`src/hdl/ipv4_header_check_and_ttl_forward_defines.svh`:
```
// assertion macros for the ipv4 header check block
// expects clk_i and rst_ni in the scope of each use
`ifndef IPV4_HEADER_CHECK_AND_TTL_FORWARD_DEFINES_SVH
`define IPV4_HEADER_CHECK_AND_TTL_FORWARD_DEFINES_SVH

// property that must hold at every clock edge outside reset
`define HCK_ASSERT(name, prop) \
  name: assert property (@(posedge clk_i) disable iff (!rst_ni) (prop)) \
    else $error("hck assertion failed");

// consequence checked in the cycle after the antecedent
`define HCK_ASSERT_NEXT(name, ante, cons) \
  name: assert property (@(posedge clk_i) disable iff (!rst_ni) (ante) |=> (cons)) \
    else $error("hck assertion failed");

`endif

```
`src/hdl/hck_pkg.sv`:
```
// shared types, constants and a helper function for the ipv4 header check block
// no dependencies
package hck_pkg;

  localparam int unsigned HdrWords = 10;
  localparam int unsigned CntW     = 4;
  localparam logic [3:0]  MinIhl   = 4'd5;

  localparam logic [15:0] RstMinLen  = 16'd20;
  localparam logic [15:0] RstMaxLen  = 16'd1500;
  localparam logic [3:0]  RstVersion = 4'd4;

  localparam logic [CntW-1:0] WordVerIhl  = CntW'(0);
  localparam logic [CntW-1:0] WordLength  = CntW'(1);
  localparam logic [CntW-1:0] WordTtlProt = CntW'(4);
  localparam logic [CntW-1:0] WordCheck   = CntW'(5);
  localparam logic [CntW-1:0] WordDestHi  = CntW'(8);
  localparam logic [CntW-1:0] WordLast    = CntW'(HdrWords - 1);

  typedef enum logic [2:0] {
    STS_FORWARD   = 3'd0,
    STS_SHORT     = 3'd1,
    STS_BAD_CKSUM = 3'd2,
    STS_BAD_VER   = 3'd3,
    STS_BAD_IHL   = 3'd4,
    STS_TOO_LONG  = 3'd5,
    STS_TTL_EXP   = 3'd6
  } status_e;

  typedef enum logic [1:0] {
    CFG_MIN_LEN = 2'd0,
    CFG_MAX_LEN = 2'd1,
    CFG_VERSION = 2'd2
  } cfg_reg_e;

  typedef struct packed {
    logic [15:0] min_len;
    logic [15:0] max_len;
    logic [3:0]  version;
  } cfg_t;

  typedef struct packed {
    logic [19:0] sum;
    logic [15:0] ver_ihl;
    logic [15:0] length;
    logic [15:0] ttl_proto;
    logic [15:0] check;
    logic [31:0] dest;
  } hdr_t;

  typedef struct packed {
    status_e     status;
    logic [31:0] dest_addr;
    logic [7:0]  new_ttl;
    logic [15:0] new_checksum;
    logic [15:0] total_length;
  } result_t;

  // end-around carry fold of a 20-bit sum, two folds always settle it
  function automatic logic [15:0] ones_fold(input logic [19:0] s);
    logic [16:0] a;
    a = {1'b0, s[15:0]} + {13'b0, s[19:16]};
    return a[15:0] + {15'b0, a[16]};
  endfunction

endpackage

```
`src/hdl/hck_if.sv`:
```
// handshake channels of the ipv4 header check block: header words in, verdicts out
// plain logic payloads, no dependencies
interface hck_word_if;
  logic        valid;
  logic        ready;
  logic [15:0] header_word;
  logic        start_req;

  modport source (output valid, header_word, start_req, input ready);
  modport sink   (input valid, header_word, start_req, output ready);
endinterface

interface hck_result_if;
  logic        valid;
  logic        ready;
  logic [2:0]  status;
  logic [31:0] dest_addr;
  logic [7:0]  new_ttl;
  logic [15:0] new_checksum;
  logic [15:0] total_length;

  modport source (output valid, status, dest_addr, new_ttl, new_checksum, total_length,
                  input ready);
  modport sink   (input valid, status, dest_addr, new_ttl, new_checksum, total_length,
                  output ready);
endinterface

```
`src/hdl/hck_verdict.sv`:
```
// verdict logic: ordered header checks, ttl decrement and incremental checksum
// uses hck_pkg types and the one's-complement fold
module hck_verdict (
  input  hck_pkg::hdr_t    hdr_i,
  input  hck_pkg::cfg_t    cfg_i,
  output hck_pkg::result_t res_o
);

  logic [7:0]  ttl;
  logic [7:0]  ttl_dec;
  logic [15:0] m_new;
  logic [19:0] ck_sum;
  logic [15:0] ck_new;
  hck_pkg::status_e status;

  assign ttl     = hdr_i.ttl_proto[15:8];
  assign ttl_dec = ttl - 8'd1;
  assign m_new   = {ttl_dec, hdr_i.ttl_proto[7:0]};
  // rfc 1624 eqn 3: ~(~hc + ~m + m')
  assign ck_sum  = {4'b0, ~hdr_i.check} + {4'b0, ~hdr_i.ttl_proto} + {4'b0, m_new};
  assign ck_new  = ~hck_pkg::ones_fold(ck_sum);

  always_comb begin
    if (hdr_i.length < cfg_i.min_len) begin
      status = hck_pkg::STS_SHORT;
    end else if (hck_pkg::ones_fold(hdr_i.sum) != 16'hFFFF) begin
      status = hck_pkg::STS_BAD_CKSUM;
    end else if (hdr_i.ver_ihl[15:12] != cfg_i.version) begin
      status = hck_pkg::STS_BAD_VER;
    end else if (hdr_i.ver_ihl[11:8] < hck_pkg::MinIhl) begin
      status = hck_pkg::STS_BAD_IHL;
    end else if (hdr_i.length > cfg_i.max_len) begin
      status = hck_pkg::STS_TOO_LONG;
    end else if (ttl <= 8'd1) begin
      status = hck_pkg::STS_TTL_EXP;
    end else begin
      status = hck_pkg::STS_FORWARD;
    end
  end

  always_comb begin
    res_o.status       = status;
    res_o.total_length = hdr_i.length;
    if (status == hck_pkg::STS_FORWARD) begin
      res_o.dest_addr    = hdr_i.dest;
      res_o.new_ttl      = ttl_dec;
      res_o.new_checksum = ck_new;
    end else begin
      res_o.dest_addr    = '0;
      res_o.new_ttl      = '0;
      res_o.new_checksum = '0;
    end
  end

endmodule

```
`src/hdl/ipv4_header_check_and_ttl_forward.sv`:
```
// top level of the ipv4 header check and ttl forward block
// depends on hck_pkg, hck_if.sv, hck_verdict and the defines header
//
//   channel   dir  handshake          payload
//   hdr_i     in   valid/ready        header_word[15:0], start_req
//   res_o     out  valid/ready        status, dest_addr, new_ttl, new_checksum, total_length
//   cfg       in   cfg_we_i (no wait) cfg_idx_i[1:0], cfg_wdata_i[15:0]
//
// one header word per cycle while hdr_i.ready is high; ten words make one header, one verdict
// the verdict is computed the cycle after the tenth word and then held in the result register
// a new header word is taken while a verdict waits, up to the tenth word of the next header
// counter, pending flag and result valid clear, config takes its defaults on rst_ni (async, low)
`include "ipv4_header_check_and_ttl_forward_defines.svh"

module ipv4_header_check_and_ttl_forward (
  input  logic                clk_i,
  input  logic                rst_ni,
  hck_word_if.sink            hdr_i,
  hck_result_if.source        res_o,
  input  logic                cfg_we_i,
  input  logic [1:0]          cfg_idx_i,
  input  logic [15:0]         cfg_wdata_i
);

  hck_pkg::cfg_t    cfg_q, cfg_d;
  hck_pkg::hdr_t    hdr_q, hdr_d;
  hck_pkg::result_t verdict;
  hck_pkg::result_t res_q;

  logic [hck_pkg::CntW-1:0] cnt_q, cnt_d, cnt_eff;
  logic pend_q, pend_d;
  logic out_v_q, out_v_d;
  logic out_free;
  logic in_xfer;
  logic last_word;

  // config writes
  always_comb begin
    cfg_d = cfg_q;
    if (cfg_we_i) begin
      case (hck_pkg::cfg_reg_e'(cfg_idx_i))
        hck_pkg::CFG_MIN_LEN: cfg_d.min_len = cfg_wdata_i;
        hck_pkg::CFG_MAX_LEN: cfg_d.max_len = cfg_wdata_i;
        hck_pkg::CFG_VERSION: cfg_d.version = cfg_wdata_i[3:0];
        default: ;
      endcase
    end
  end

  assign out_free    = !out_v_q || res_o.ready;
  assign hdr_i.ready = !pend_q || out_free;
  assign in_xfer     = hdr_i.valid && hdr_i.ready;
  assign cnt_eff     = hdr_i.start_req ? '0 : cnt_q;
  assign last_word   = (cnt_eff == hck_pkg::WordLast);

  always_comb begin
    cnt_d = cnt_q;
    hdr_d = hdr_q;
    if (in_xfer) begin
      cnt_d     = last_word ? '0 : cnt_eff + hck_pkg::CntW'(1);
      hdr_d.sum = ((cnt_eff == '0) ? 20'd0 : hdr_q.sum) + {4'b0, hdr_i.header_word};
      case (cnt_eff)
        hck_pkg::WordVerIhl:  hdr_d.ver_ihl    = hdr_i.header_word;
        hck_pkg::WordLength:  hdr_d.length     = hdr_i.header_word;
        hck_pkg::WordTtlProt: hdr_d.ttl_proto  = hdr_i.header_word;
        hck_pkg::WordCheck:   hdr_d.check      = hdr_i.header_word;
        hck_pkg::WordDestHi:  hdr_d.dest[31:16] = hdr_i.header_word;
        hck_pkg::WordLast:    hdr_d.dest[15:0]  = hdr_i.header_word;
        default: ;
      endcase
    end
  end

  // pending verdict moves to the result register once that register is free
  assign pend_d  = (pend_q && !out_free) || (in_xfer && last_word);
  assign out_v_d = out_free ? pend_q : out_v_q;

  hck_verdict u_verdict (
    .hdr_i (hdr_q),
    .cfg_i (cfg_q),
    .res_o (verdict)
  );

  always_ff @(posedge clk_i or negedge rst_ni) begin
    if (!rst_ni) begin
      cfg_q.min_len <= hck_pkg::RstMinLen;
      cfg_q.max_len <= hck_pkg::RstMaxLen;
      cfg_q.version <= hck_pkg::RstVersion;
      cnt_q         <= '0;
      pend_q        <= 1'b0;
      out_v_q       <= 1'b0;
    end else begin
      cfg_q   <= cfg_d;
      cnt_q   <= cnt_d;
      pend_q  <= pend_d;
      out_v_q <= out_v_d;
    end
  end

  always_ff @(posedge clk_i) begin
    hdr_q <= hdr_d;
    if (pend_q && out_free) begin
      res_q <= verdict;
    end
  end

  assign res_o.valid        = out_v_q;
  assign res_o.status       = res_q.status;
  assign res_o.dest_addr    = res_q.dest_addr;
  assign res_o.new_ttl      = res_q.new_ttl;
  assign res_o.new_checksum = res_q.new_checksum;
  assign res_o.total_length = res_q.total_length;

  `HCK_ASSERT(a_cnt_range, cnt_q <= hck_pkg::WordLast)
  `HCK_ASSERT_NEXT(a_last_sets_pend, in_xfer && last_word, pend_q)
  `HCK_ASSERT_NEXT(a_pend_held, pend_q && !out_free, pend_q && out_v_q)
  `HCK_ASSERT_NEXT(a_no_spurious_out, !pend_q && out_free, !out_v_q)

endmodule
```
`src/flat_wrapper.sv`:
```
// flat-port wrapper written by rule: the top's interface ports become plain ports
module ipv4_header_check_and_ttl_forward_flat 
  (clk_i, rst_ni, cfg_we_i, cfg_idx_i, cfg_wdata_i, hdr_i_valid, hdr_i_header_word, hdr_i_start_req, hdr_i_ready, res_o_valid, res_o_status, res_o_dest_addr, res_o_new_ttl, res_o_new_checksum, res_o_total_length, res_o_ready);
  hck_word_if hdr_i_i ();
  hck_result_if res_o_i ();
  input  logic clk_i;
  input  logic rst_ni;
  input  logic cfg_we_i;
  input  logic [1:0] cfg_idx_i;
  input  logic [15:0] cfg_wdata_i;
  input wire logic [$bits(hdr_i_i.valid)-1:0] hdr_i_valid;
  input wire logic [$bits(hdr_i_i.header_word)-1:0] hdr_i_header_word;
  input wire logic [$bits(hdr_i_i.start_req)-1:0] hdr_i_start_req;
  output wire logic [$bits(hdr_i_i.ready)-1:0] hdr_i_ready;
  output wire logic [$bits(res_o_i.valid)-1:0] res_o_valid;
  output wire logic [$bits(res_o_i.status)-1:0] res_o_status;
  output wire logic [$bits(res_o_i.dest_addr)-1:0] res_o_dest_addr;
  output wire logic [$bits(res_o_i.new_ttl)-1:0] res_o_new_ttl;
  output wire logic [$bits(res_o_i.new_checksum)-1:0] res_o_new_checksum;
  output wire logic [$bits(res_o_i.total_length)-1:0] res_o_total_length;
  input wire logic [$bits(res_o_i.ready)-1:0] res_o_ready;
  assign hdr_i_i.valid = hdr_i_valid;
  assign hdr_i_i.header_word = hdr_i_header_word;
  assign hdr_i_i.start_req = hdr_i_start_req;
  assign hdr_i_ready = hdr_i_i.ready;
  assign res_o_valid = res_o_i.valid;
  assign res_o_status = res_o_i.status;
  assign res_o_dest_addr = res_o_i.dest_addr;
  assign res_o_new_ttl = res_o_i.new_ttl;
  assign res_o_new_checksum = res_o_i.new_checksum;
  assign res_o_total_length = res_o_i.total_length;
  assign res_o_i.ready = res_o_ready;
  ipv4_header_check_and_ttl_forward u_core (.clk_i(clk_i), .rst_ni(rst_ni), .hdr_i(hdr_i_i), .res_o(res_o_i), .cfg_we_i(cfg_we_i), .cfg_idx_i(cfg_idx_i), .cfg_wdata_i(cfg_wdata_i));
endmodule
```
`config.mk`:
```
export PLATFORM = sky130hd
export DESIGN_NAME = ipv4_header_check_and_ttl_forward_flat
export DESIGN_NICKNAME = d
export VERILOG_FILES = /design/src/hdl/hck_pkg.sv /design/src/hdl/hck_if.sv /design/src/hdl/hck_verdict.sv /design/src/hdl/ipv4_header_check_and_ttl_forward.sv /design/src/flat_wrapper.sv
export VERILOG_INCLUDE_DIRS = /design/src /design/src/hdl
export SDC_FILE = /design/constraint.sdc
export NUM_CORES = 1
export LEC_CHECK = 0
export ABC_AREA = 1
export BUFFER_PORTS_ARGS = -buffer_cell sky130_fd_sc_hd__buf_2
export CORE_MARGIN = 2
export CORE_UTILIZATION = 45
export CTS_BUF_LIST = sky130_fd_sc_hd__clkbuf_16
export DETAILED_ROUTE_END_ITERATION = 16
export PLACE_DENSITY = 0.71
export RECOVER_POWER = 25
export SLEW_MARGIN = 20
export SYNTH_ARGS = -nofsm -noshare
export SYNTH_HDL_FRONTEND = slang
export SYNTH_SLANG_ARGS = --single-unit
```
`constraint.sdc`:
```
create_clock -name clk_i -period 11.95 [get_ports clk_i]
set_clock_uncertainty 0.05 [all_clocks]
set_input_delay 1.195 -clock clk_i [delete_from_list [all_inputs] [get_ports clk_i]]
set_output_delay 1.195 -clock clk_i [all_outputs]
set_load 0.05 [all_outputs]
```
# Word level (Yosys, flattened, before mapping)
# Index checks and enable logic that the tools add are counted.
# classes
n_addsub	9
magnitude_cmp	4
n_eq_ne	9
muxes	9
n_bitwise	3
n_reduce_logical	22
# op_table
operator	n
NOT 16 bit	3
adder 16 x 1 -> 16 bit	2
adder 20 x 16 -> 20 bit	1
2-to-1 mux 20 bit	1
adder 17 x 16 -> 18 bit	1
2-to-1 mux 3 bit	6
AND reduction 2 bit	9
adder 16 x 16 -> 17 bit	1
adder 16 x 2 -> 17 bit	1
adder 16 x 4 -> 17 bit	1
greater-than comparator 16 bit	1
less-than comparator 16 bit	1
inequality test 16 bit (second input constant)	1
equality test 4 x 3 -> 1 bit (second input constant)	2
equality test 4 bit (second input constant)	2
<= comparator 8 x 1 -> 1 bit (second input constant)	1
2-to-1 mux 4 bit	2
subtractor 8 x 1 -> 8 bit (second input constant)	1
adder 4 x 1 -> 4 bit (second input constant)	1
equality test 4 x 1 -> 1 bit (second input constant)	1
logical AND 1 bit	4
zero test 4 bit	1
less-than comparator 4 x 3 -> 1 bit (second input constant)	1
inequality test 4 bit	1
other kinds (6)	10
# word_totals
reg_bits	233
elab_cells	74

# Depth between registers and ports, before layout
# logic_depth
depth_word	8
depth_mapped	44
depth_no_buf	44

# By module
# A second synthesis with hierarchy kept.
# hier_totals
cells_unflattened	1487
area_unflattened_um2	13590.5
# by_module_without_submodules
mod	n_inst	cells_each	area_per_inst_um2
ipv4_header_check_and_ttl_forward	1	610	8624.5
hck_verdict	1	877	4966.0

# Worst setup path before layout
# OpenSTA, ideal clock, no wires.
# synth_path
path_type	register -> register
start	register u_core.hdr_q[56] (netlist bit)
end	register u_core.res_q, in the netlist u_core.res_o.new_checksum[14], data pin
setup_time_ns	0.252
t_arrival_ns	5.244
t_required_ns	11.648
slack_ns	6.404
stages_incl_launch_ff	43
path_buffers	0
synth_period_minus_slack_ns	5.546
path_cell_list	edfxtp_1 > inv_1 > ha_1 > inv_1 > nor2_1 > xnor2_1 > xor2_1 > ha_1 > nand2_1 > o21ai_0 > a21oi_1 > a21oi_1 > o21ai_0 > nand2_1 > xnor2_1 > ha_1 > fa_1 > inv_1 > [... 7 more ...] > ha_1 > nand2_1 > inv_1 > nand3_1 > nor2_1 > nand3_1 > nor2_1 > nand2_1 > nor2_1 > nand2_1 > nor2_1 > nand3_1 > nor2_1 > nand2_1 > nand2_1 > nand2_1 > inv_1 > nor2_2
# synth_between
elab_cells_between_ends	15
# synth_lines
element	line_no	rtl
from (decl)	ipv4_header_check_and_ttl_forward.sv:26	hck_pkg::hdr_t hdr_q, hdr_d;
from (signal assigned)	ipv4_header_check_and_ttl_forward.sv:101	hdr_q <= hdr_d;
subtractor 8 x 1 -> 8 bit	hck_verdict.sv:17	assign ttl_dec = ttl - 8'd1;
via u_core.u_verdict.ttl_dec[0]	hck_verdict.sv:10	logic [7:0] ttl_dec;
adder 17 x 16 -> 18 bit	hck_verdict.sv:20	assign ck_sum = {4'b0, ~hdr_i.check} + {4'b0, ~hdr_i.ttl_proto} + {4'b0, m_new};
adder 16 x 2 -> 17 bit	hck_pkg.sv:62	a = {1'b0, s[15:0]} + {13'b0, s[19:16]};
adder 16 x 1 -> 16 bit	hck_pkg.sv:63	return a[15:0] + {15'b0, a[16]};
NOT 16 bit	hck_verdict.sv:21	assign ck_new = ~hck_pkg::ones_fold(ck_sum);
to (signal assigned)	ipv4_header_check_and_ttl_forward.sv:103	res_q <= verdict;
to (decl)	ipv4_header_check_and_ttl_forward.sv:28	hck_pkg::result_t res_q;
# The timed path passes the listed nets, and every way through them passes these cells.
# A chain may end at the register's enable or synchronous reset.

# Final worst setup path
# Same ends and word-level chain as after synthesis.

==> impl_metrics.yaml <==
placement:
  dp_slack_ns: 5.552
  io_buffer_count: 116
  routabilityCongestion: 0.8707
  dp_hpwl_um: 21500
  placed_area_um2: 13910
sta:
  slew_viol_final: 43
  tightest_slew_ns: 2.252
  rsz0062_at_grt: "false"
  timing.fmax_ghz: 0.1542
  fin_crit_ns: 6.486
  final_hold_viol_count: 0
  finalSetupViolations: 0
  post-route-period-util_pct: 54.27
  max_slew_margin_pct: -50.11
  setup_tns_ns: 0
  worst_slack_ns: 5.464
cells_and_area:
  syn2layout_area_growth_pct: 13.69
  drive_gt1_share_pct: 13.51
  finalNetCount: 1702
  diodes: 0
  final_area_um2: 14650
  fill_cells: 2553
critical_path:
  crit_end: "u_core.res_o.new_checksum[14]$_SDFFCE_PP0P_"
  cp_slowest_cell: "edfxtp_1"
  cp_slowest_stage_delay_ns: 0.48
  r2r_start: "u_core.hdr_q[56]$_DFFE_PP_"
  endpoint_kind: "flop"
  cpMostUsedCell: "nor2_1"
  arrival_ns: 6.69
  crit_required_ns: 12.15
  crit_start: "u_core.hdr_q[56]$_DFFE_PP_"
  path_class: "flop to flop"
  r2r_end: "u_core.res_o.new_checksum[14]$_SDFFCE_PP0P_"
  crit_path_max_fanout: 5
  reg2reg_slack_ns: 5.46
  crit_path_start_kind: "flop"
  reg2regPathDepth: 42
floorplan:
  start_util_pct: 46.00
  die_x_um: 173.2
  core_um2: 28010
  pin_count: 117
  fp.dieH_um: 173.2
  rows: 61
  die_area_um2: 30010
clock_network:
  numCtsBuffers: 25
  post_cts.repair.setup_buffers: 0
  htree_levels: 1
  cts_max_path_buffers: 3
  postCtsHoldBufs: 0
  insertion_delay_ns: 0.54
  cts_tree: "done"
  root_buffer: "clkbuf_16"
  clkSinkCount: 225
  clkTransAtPathRegs_ns: 0.07
  cts-resized-gates: 0
logic_synthesis:
  syn-instance-count: 1433
  synth.distinct_cells: 43
  async_flop_share_pct: 18.67
  syn_avg_cell_area_um2: 8.992
  synth-main-ff-cell: "edfxtp_1"
  netlist_area_um2: 12890
  synth-seq-area-share_pct: 50.90
  synth_enable_flop_cells: 183
  synth_warnings: 0
  synth_nets: 1569
  synth_seq_cells: 225
grt:
  overflow: 0
  grt_pass1_wl_um: 46020
  grt_start_max_net_pins: 76
  grt_pass1_vias: 9321
  grtUsageTotal_pct: 18.92
  antenna_found_initial: 0
drt:
  num_vias: 9534
  via_per_inst: 4.859
  wl_per_cell_um: 14.49
  drt_iter0_markers: 533
  final_antenna_net_count: 0
  drtPass1Iterations: 7
  drc_errors: 0
  routed_wirelength_um: 28430
outcome:
  outcome: "finished, violations left"
  violations: "max-capacitance violations, max-slew violations"
job:
  cap_viol_max_count: 1
power_and_ir_drop:
  vdd_ir_drop_max_uv: 100.3
  powerDensity_nw_per_um2: 145.5
  p_leak_nw: 6.696
min_path:
  hold_path_class: "flop to flop"
-- cell usage in the layout, fill, tap and decap left out, types with 3 or more instances in the layout --
cell | netlist | routed
dfrtp_1 | 32 | 32
a21boi_0 | 3 | 3
clkbuf_16 | 0 | 25
o21ai_0 | 63 | 63
buf_2 | 1 | 99
nand3_2 | 2 | 3
inv_2 | 3 | 3
edfxtp_1 | 183 | 183
xor2_1 | 31 | 31
ha_1 | 92 | 92
dfstp_2 | 10 | 10
clkinv_1 | 0 | 4
nor3_1 | 12 | 10
inv_1 | 265 | 274
a21oi_1 | 51 | 50
buf_4 | 0 | 4
xnor2_1 | 25 | 25
nor2_2 | 42 | 43
fa_1 | 4 | 4
or2_2 | 10 | 10
nand3_1 | 88 | 87
clkbuf_1 | 8 | 17
nor2_1 | 129 | 128
nand2_1 | 325 | 325
nand4_1 | 24 | 24
-- report_power, final --
part | switching [W] | internal [W]
Sequential | 0.0000416 | 0.000924
Combinational | 0.000302 | 0.000154
Clock | 0.000308 | 0.000402
Total | 0.000651 | 0.00148
-- cell type report --
class	instances	area [um2]	share of cell area, %
clock buffer	25	625.6	4.270
clock inverter	20	132.6	0.9053
inverter	268	1006	6.866
multi-input combinational	926	5265	35.94
sequential	225	6559	44.77
tap	378	473.0	3.228
timing repair buffer	120	589.3	4.023
-- metrics by stage --
step / cells / hold slack (ns) / utilization (%) / power [W]
2_1_floorplan: 1433 / 0.3764 / - / 0.001314
3_3_place_gp: 1917 / 0.3884 / 49.65 / 0.001418
4_1_cts: 1962 / 0.4067 / 52.36 / 0.002146
5_1_grt: 1962 / 0.4338 / 52.30 / 0.002251
6_report: 1962 / 0.4077 / 52.30 / 0.002132
3_5_place_dp: 1917 / 0.3870 / 49.65 / 0.001434
-- cell families after synthesis --
family	Yosys count	synth area share, %
fa+ha+maj	96	9.554
compound gates	128	5.263
buf+inv	282	8.515
mux	2	0.1651
flops	225	50.90
xor+xnor	57	3.932
simple gates	643	21.67
-- synth_stat cells, types with 2 or more instances --
cell type | count | area, um2
nor2_1 | 129 | 484.2
clkbuf_1 | 8 | 30.03
nand3_1 | 88 | 440.4
ha_1 | 92 | 1151
xnor2_1 | 25 | 219.0
or2_2 | 10 | 62.56
dfrtp_1 | 32 | 800.8
a21oi_1 | 51 | 255.2
dfstp_2 | 10 | 262.8
o2111ai_1 | 2 | 17.52
a21boi_0 | 3 | 22.52
o211ai_1 | 2 | 15.01
fa_1 | 4 | 80.08
buf_6 | 5 | 56.30
o21ai_0 | 63 | 315.3
nand2_2 | 2 | 12.51
inv_1 | 265 | 994.7
nor2_2 | 42 | 262.8
inv_2 | 3 | 11.26
nor3_1 | 12 | 60.06
edfxtp_1 | 183 | 5495
nand3b_1 | 2 | 15.01
nand3_2 | 2 | 20.02
xor2_1 | 31 | 271.5
nand4_1 | 24 | 150.1
nor4_1 | 2 | 12.51
nand2_1 | 325 | 1220
-- critical path: cells and delay by family (launching register included) --
| family | cells | cell delay (ns) |
|---|---|---|
| buf+inv | 6 | 0.47 |
| flops | 1 | 0.48 |
| fa+ha+maj | 5 | 1.21 |
| xor+xnor | 3 | 0.58 |
| compound gates | 4 | 0.55 |
| simple gates | 24 | 2.86 |
-- routing by layer --
metal / track usage (%) / vias up / share of wire, %
met1: 24.23 / 4376 / 44
met2: 33.32 / 207 / 48
met3: 2.632 / 50 / 4.9
li1: - / 4901 / -
met5: 0 / - / 0
met4: 5.720 / 0 / 2.9
-- state kept, by name, summed over array words and instances, names as in the netlist --
signal and count:
u_core.hdr_q 108, u_core.res_o.valid 1, u_core.cnt_q 4, u_core.res_o.status 3
u_core.res_o.dest_addr 32, u_core.pend_q 1, u_core.res_o.new_checksum 16, u_core.res_o.new_ttl 8
u_core.res_o.total_length 16, u_core.cfg_q 36
-- how the worst min path moves through the flow --
stage,start,endpoint,depth (start not counted)
2_1_floorplan,u_core.hdr_q[64]$_DFFE_PP_,u_core.res_o.total_length[0]$_DFFE_PP_,0
3_3_place_gp,u_core.hdr_q[64]$_DFFE_PP_,u_core.res_o.total_length[0]$_DFFE_PP_,0
3_5_place_dp,u_core.hdr_q[64]$_DFFE_PP_,u_core.res_o.total_length[0]$_DFFE_PP_,0
4_1_cts,u_core.hdr_q[64]$_DFFE_PP_,u_core.res_o.total_length[0]$_DFFE_PP_,0
5_1_grt,u_core.hdr_q[64]$_DFFE_PP_,u_core.res_o.total_length[0]$_DFFE_PP_,0
6_report,u_core.hdr_q[64]$_DFFE_PP_,u_core.res_o.total_length[0]$_DFFE_PP_,0
No activity file was read; power rests on OpenSTA's default activity.
